--- config.mk ---
export PLATFORM = sky130hd
export DESIGN_NAME = rhsd_div
export DESIGN_NICKNAME = d
export VERILOG_FILES = /design/src/rtl/rhsd_pkg.sv /design/src/rtl/rhsd_div.sv
export SDC_FILE = /design/constraint.sdc
export NUM_CORES = 2
export LEC_CHECK = 0
export ABC_AREA = 1
export BUFFER_PORTS_ARGS = -buffer_cell sky130_fd_sc_hd__buf_2
export CAP_MARGIN = 20
export CORE_ASPECT_RATIO = 0.9
export CORE_MARGIN = 2
export CORE_UTILIZATION = 65
export DETAILED_ROUTE_END_ITERATION = 8
export GPL_TIMING_DRIVEN = 0
export PLACE_DENSITY = 0.82
export SETUP_SLACK_MARGIN = 0.05
export SYNTH_ARGS = -nofsm -noshare
export SYNTH_HDL_FRONTEND = slang
export SYNTH_SLANG_ARGS = --single-unit
export TNS_END_PERCENT = 10
--- constraint.sdc ---
create_clock -name aclk -period 6 [get_ports aclk]
set_input_delay 1.2 -clock aclk [delete_from_list [all_inputs] [get_ports aclk]]
set_output_delay 1.2 -clock aclk [all_outputs]
set_load 0.01 [all_outputs]
--- src/rtl/rhsd_pkg.sv ---
package rhsd_pkg;

    localparam int COORD_BITS_DEF = 14;
    localparam int TRIG_BITS      = 18;
    localparam int Q16_SHIFT      = 16;
    localparam int LEN_BITS       = 30;
    localparam int OUT_TDATA_W    = ((LEN_BITS + 7) / 8) * 8;

    localparam logic [TRIG_BITS-1:0] TRIG_THRESHOLD = TRIG_BITS'(1024);
    localparam logic [LEN_BITS-1:0]  LEN_MAX        = {LEN_BITS{1'b1}};

    localparam logic SIDE_HORIZ = 1'b0;
    localparam logic SIDE_VERT  = 1'b1;

    function automatic logic [TRIG_BITS-1:0] trig_mag(input logic [TRIG_BITS-1:0] v);
        logic [TRIG_BITS-1:0] r;
        r = v[TRIG_BITS-1] ? (~v + TRIG_BITS'(1)) : v;
        return r;
    endfunction

endpackage

--- src/rtl/rhsd_div.sv ---
module rhsd_div
    import rhsd_pkg::*;
#(
    parameter int QUO_BITS = COORD_BITS_DEF + Q16_SHIFT,
    parameter int DEN_BITS = TRIG_BITS
) (
    input  logic                aclk,
    input  logic                aresetn,
    input  logic                en,
    input  logic                in_valid,
    input  logic [QUO_BITS-1:0] in_num,
    input  logic [DEN_BITS-1:0] in_den,
    input  logic                in_side,
    output logic                out_valid,
    output logic [QUO_BITS-1:0] out_quo,
    output logic                out_den_zero,
    output logic                out_side
);

    logic                valid_reg [QUO_BITS];
    logic [DEN_BITS-1:0] rem_reg   [QUO_BITS];
    logic [QUO_BITS-1:0] quo_reg   [QUO_BITS];
    logic [QUO_BITS-1:0] num_reg   [QUO_BITS];
    logic [DEN_BITS-1:0] den_reg   [QUO_BITS];
    logic                side_reg  [QUO_BITS];

    // one quotient bit per stage, restoring
    for (genvar k = 0; k < QUO_BITS; k++) begin : g_stage
        logic                valid_in;
        logic [DEN_BITS-1:0] rem_in;
        logic [QUO_BITS-1:0] quo_in;
        logic [QUO_BITS-1:0] num_in;
        logic [DEN_BITS-1:0] den_in;
        logic                side_in;
        logic [DEN_BITS:0]   trial;
        logic                ge;
        logic [DEN_BITS-1:0] rem_next;
        logic [QUO_BITS-1:0] quo_next;

        if (k == 0) begin : g_first
            assign valid_in = in_valid;
            assign rem_in   = '0;
            assign quo_in   = '0;
            assign num_in   = in_num;
            assign den_in   = in_den;
            assign side_in  = in_side;
        end else begin : g_next
            assign valid_in = valid_reg[k-1];
            assign rem_in   = rem_reg[k-1];
            assign quo_in   = quo_reg[k-1];
            assign num_in   = num_reg[k-1];
            assign den_in   = den_reg[k-1];
            assign side_in  = side_reg[k-1];
        end

        always_comb begin
            trial    = {rem_in, num_in[QUO_BITS-1-k]};
            ge       = (trial >= {1'b0, den_in});
            rem_next = ge ? DEN_BITS'(trial - {1'b0, den_in}) : trial[DEN_BITS-1:0];
            quo_next = quo_in;
            quo_next[QUO_BITS-1-k] = ge;
        end

        always_ff @(posedge aclk) begin
            if (!aresetn) begin
                valid_reg[k] <= 1'b0;
            end else if (en) begin
                valid_reg[k] <= valid_in;
            end
        end

        always_ff @(posedge aclk) begin
            if (en) begin
                rem_reg[k]  <= rem_next;
                quo_reg[k]  <= quo_next;
                num_reg[k]  <= num_in;
                den_reg[k]  <= den_in;
                side_reg[k] <= side_in;
            end
        end
    end

    assign out_valid    = valid_reg[QUO_BITS-1];
    assign out_quo      = quo_reg[QUO_BITS-1];
    assign out_den_zero = (den_reg[QUO_BITS-1] == '0);
    assign out_side     = side_reg[QUO_BITS-1];

endmodule

==> qor.yml <==
sta:
  timing.final.crit_share: 0.705
  finalHoldViolations: 0
  period_needed_ns: 4.23
  clock_skew_ns: 0.0571
  setup_tns_ns: 0
  fmax_mhz: 237
  slew_viol_final: 0
  worst_pin_slew_ns: 1.18
  rsz0062_at_grt: "false"
  setup_viol: 0
  relSlewSlack: 0.209
logic_synthesis:
  synth_edf_count: 2021
  ys_ff_latch: 2022
  synth_flop_cell: "edfxtp_1"
  synth-seq-area-share: 0.592
  yosysWarningCount: 0
  async_reset_ff_frac: 0
  synth_area_um2: 103000
  synth.avg_cell_area_um2: 9.98
  synth_cells: 10300
  syn_nets: 10900
  synth_cell_types: 42
clock_network:
  clkSinkCount: 2022
  cts.repair.resized: 0
  cts.clk_slew.worst_paths_ns: 0.06
  cts_tree: "yes"
  post_cts_buffers: 0
  cts_buffers: 193
  cts-htree-levels: 4
  worstSkewPairLatency_ns: 0.85
  cts_root_buf: "clkbuf_16"
  ctsHoldBuffers: 0
  clock_path_buffers: 3
floorplanning:
  start_util: 0.654
  dieArea_um2: 161000
  rows: 138
  num_io_pins: 86
  coreArea_um2: 157000
  die_h_um: 381
  die_x_um: 423
route:
  dr_total_vias: 72000
  ant_nets: 0
  first_pass_iters: 8
  viasPerCell: 5.61
  drtIter0Drc: 8168
  routed_wl_um: 244000
  drc: 0
  wl_per_cell_um: 19.0
critical_path:
  crit_path_cell_trace: "buf_12, buf_16, buf_16, buf_16, inv_1, nand2_1, buf_8"
  start_kind: "input pin"
  path_common_cell: "buf_16"
  cp.required_ns: 6.53
  cpPeakStageDelay_ns: 0.56
  crit_arrival_ns: 4.76
  crit_cells: 7
  rr_worst_depth: 9
  critPathSlowestCell: "buf_16"
  critPathKind: "in -> reg"
  worst-path-max-fanout: 175
  endpoint_kind: "flip-flop"
  critPathTopFamily: "buffers and inverters"
  worstPathBufferInverterCount: 6
global_route:
  grt_pass1_vias: 68000
  grt_max_degree: 192
  groute.usage.overall: 0.301
  gr-total-overflow: 0
  antenna_found_initial: 6
  grt_pass1_wl_um: 377000
cells_and_area:
  regArea_um2: 60700
  syn2layout_area_growth_pct: 9.64
  largest_reg_flops: 540
  drive_above_1_share: 0.0772
  multi_input_area_um2: 35300
  nFillCells: 11300
  final_area_um2: 112000
  nNetsFinal: 11200
power:
  finalPower_mw: 56.5
  switchingPower_mw: 22.6
  p_leak_nw: 50.3
  irDropWorstVdd_mv: 0.353
  swShare: 0.399
  p_per_area_nw_per_um2: 502
  seqPwrFrac: 0.374
  intPower_mw: 33.9
  comb_power_share: 0.406
  clockPowerShare: 0.219
placed_design:
  placed_area_um2: 106000
  dp_hpwl_um: 176000
  gp_congestion: 0.954
  io_buffers: 85
worst_hold_path:
  hp-class: "reg -> reg"
  min_path_cells: 0
flow_run:
  drv_cap: 0
run_status:
  status: "finished, final reports clean"
==> cell type report <==
cell class                 instances  area share
multi-input combinational       6614       0.313
buffer                            95     0.00725
sequential                      2022       0.540
clock inverter                   134      0.0135
antenna                            2   0.0000445
inverter                        1549      0.0517
timing repair buffer              98     0.00679
clock buffer                     224      0.0442
tap                             2100      0.0234
==> worst register-to-register path: cells and delay by family, from the launching register on <==
kind                     cells  cell delay, ns
flip-flops                   1            0.48
AND/OR/NAND/NOR              5            0.90
AO/OA/AOI/OAI                1            0.88
buffers and inverters        2            0.23
adder cells (fa/ha/maj)      1            0.42
==> cell usage after synthesis, drive strengths merged, types with 75 or more instances <==
cell	count	share of area
a21oi	287	0.015
buf	90	0.0078
edfxtp	2021	0.59
ha	524	0.064
inv	1539	0.056
nand2	3250	0.12
nand3	824	0.041
nand3b	226	0.017
nand4	75	0.0062
nor2	775	0.029
nor3	109	0.0056
o21ai	160	0.010
xor2	213	0.018
==> cell usage in the layout (no fill, tap or decap), types with 67 or more instances in the layout <==
cell,instances
a21oi_1,255
buf_2,119
clkbuf_16,194
edfxtp_1,2021
ha_1,524
inv_1,1524
nand2_1,3161
nand2_2,72
nand3_1,807
nand3b_1,226
nor2_1,737
nor3_1,104
o21ai_2,67
xor2_1,213
==> metrics by stage <==
step | cells | hold WS [ns] | setup WS, ns | utilization
detailed placement | 12500 | 0.405 | 0.794 | 0.675
floorplan | 10300 | 0.400 | 3.45 | -
global placement | 12500 | 0.400 | -26.95 | 0.673
finish | 12800 | 0.383 | 1.77 | 0.717
global route | 12800 | 0.396 | 1.55 | 0.717
CTS | 12800 | 0.385 | 1.69 | 0.717
==> worst paths after layout <==
kind / to / from / slack, ns
max: valid_reg[0][1] / en / 1.77
max reg2reg: rem_reg[20][15] / den_reg[1][69] / 2.94
min reg2reg: quo_reg[0][267] / quo_reg[0][237] / 0.38
min: quo_reg[0][267] / quo_reg[0][237] / 0.38
==> per-layer routing <==
metal  up-vias  wire, µm  global-route usage
met2      3075    108000               0.460
met1     33800    107000               0.447
met3       523     21100              0.0484
met5         -         0                   0
li1      34700         -                   -
met4         0      7100              0.0864
==> power by group through the flow <==
| stage | registers, mW | clock network [mW] | logic, mW |
|---|---|---|---|
| 2_1_floorplan | 20.3 | 0 | 16.5 |
| 3_5_place_dp | 21.3 | 0 | 22.1 |
| 5_1_grt | 21.3 | 13.1 | 25.6 |
| 3_3_place_gp | 22.0 | 0 | 21.8 |
| 6_report | 21.1 | 12.4 | 22.9 |
| 4_1_cts | 21.1 | 12.6 | 22.5 |
==> cells by family (layout without fill, tap and decap cells) <==
| group | after synthesis | after routing | share of synthesized area |
|---|---|---|---|
| other cells | 0 | 2 | 0 |
| fa+ha+maj | 552 | 552 | 0.0694 |
| xor+xnor | 224 | 224 | 0.0191 |
| compound gates | 486 | 486 | 0.0289 |
| flops | 2022 | 2022 | 0.592 |
| buf+inv | 1644 | 2100 | 0.0646 |
| simple gates | 5352 | 5352 | 0.226 |
Power figures use the tool's default switching activity.
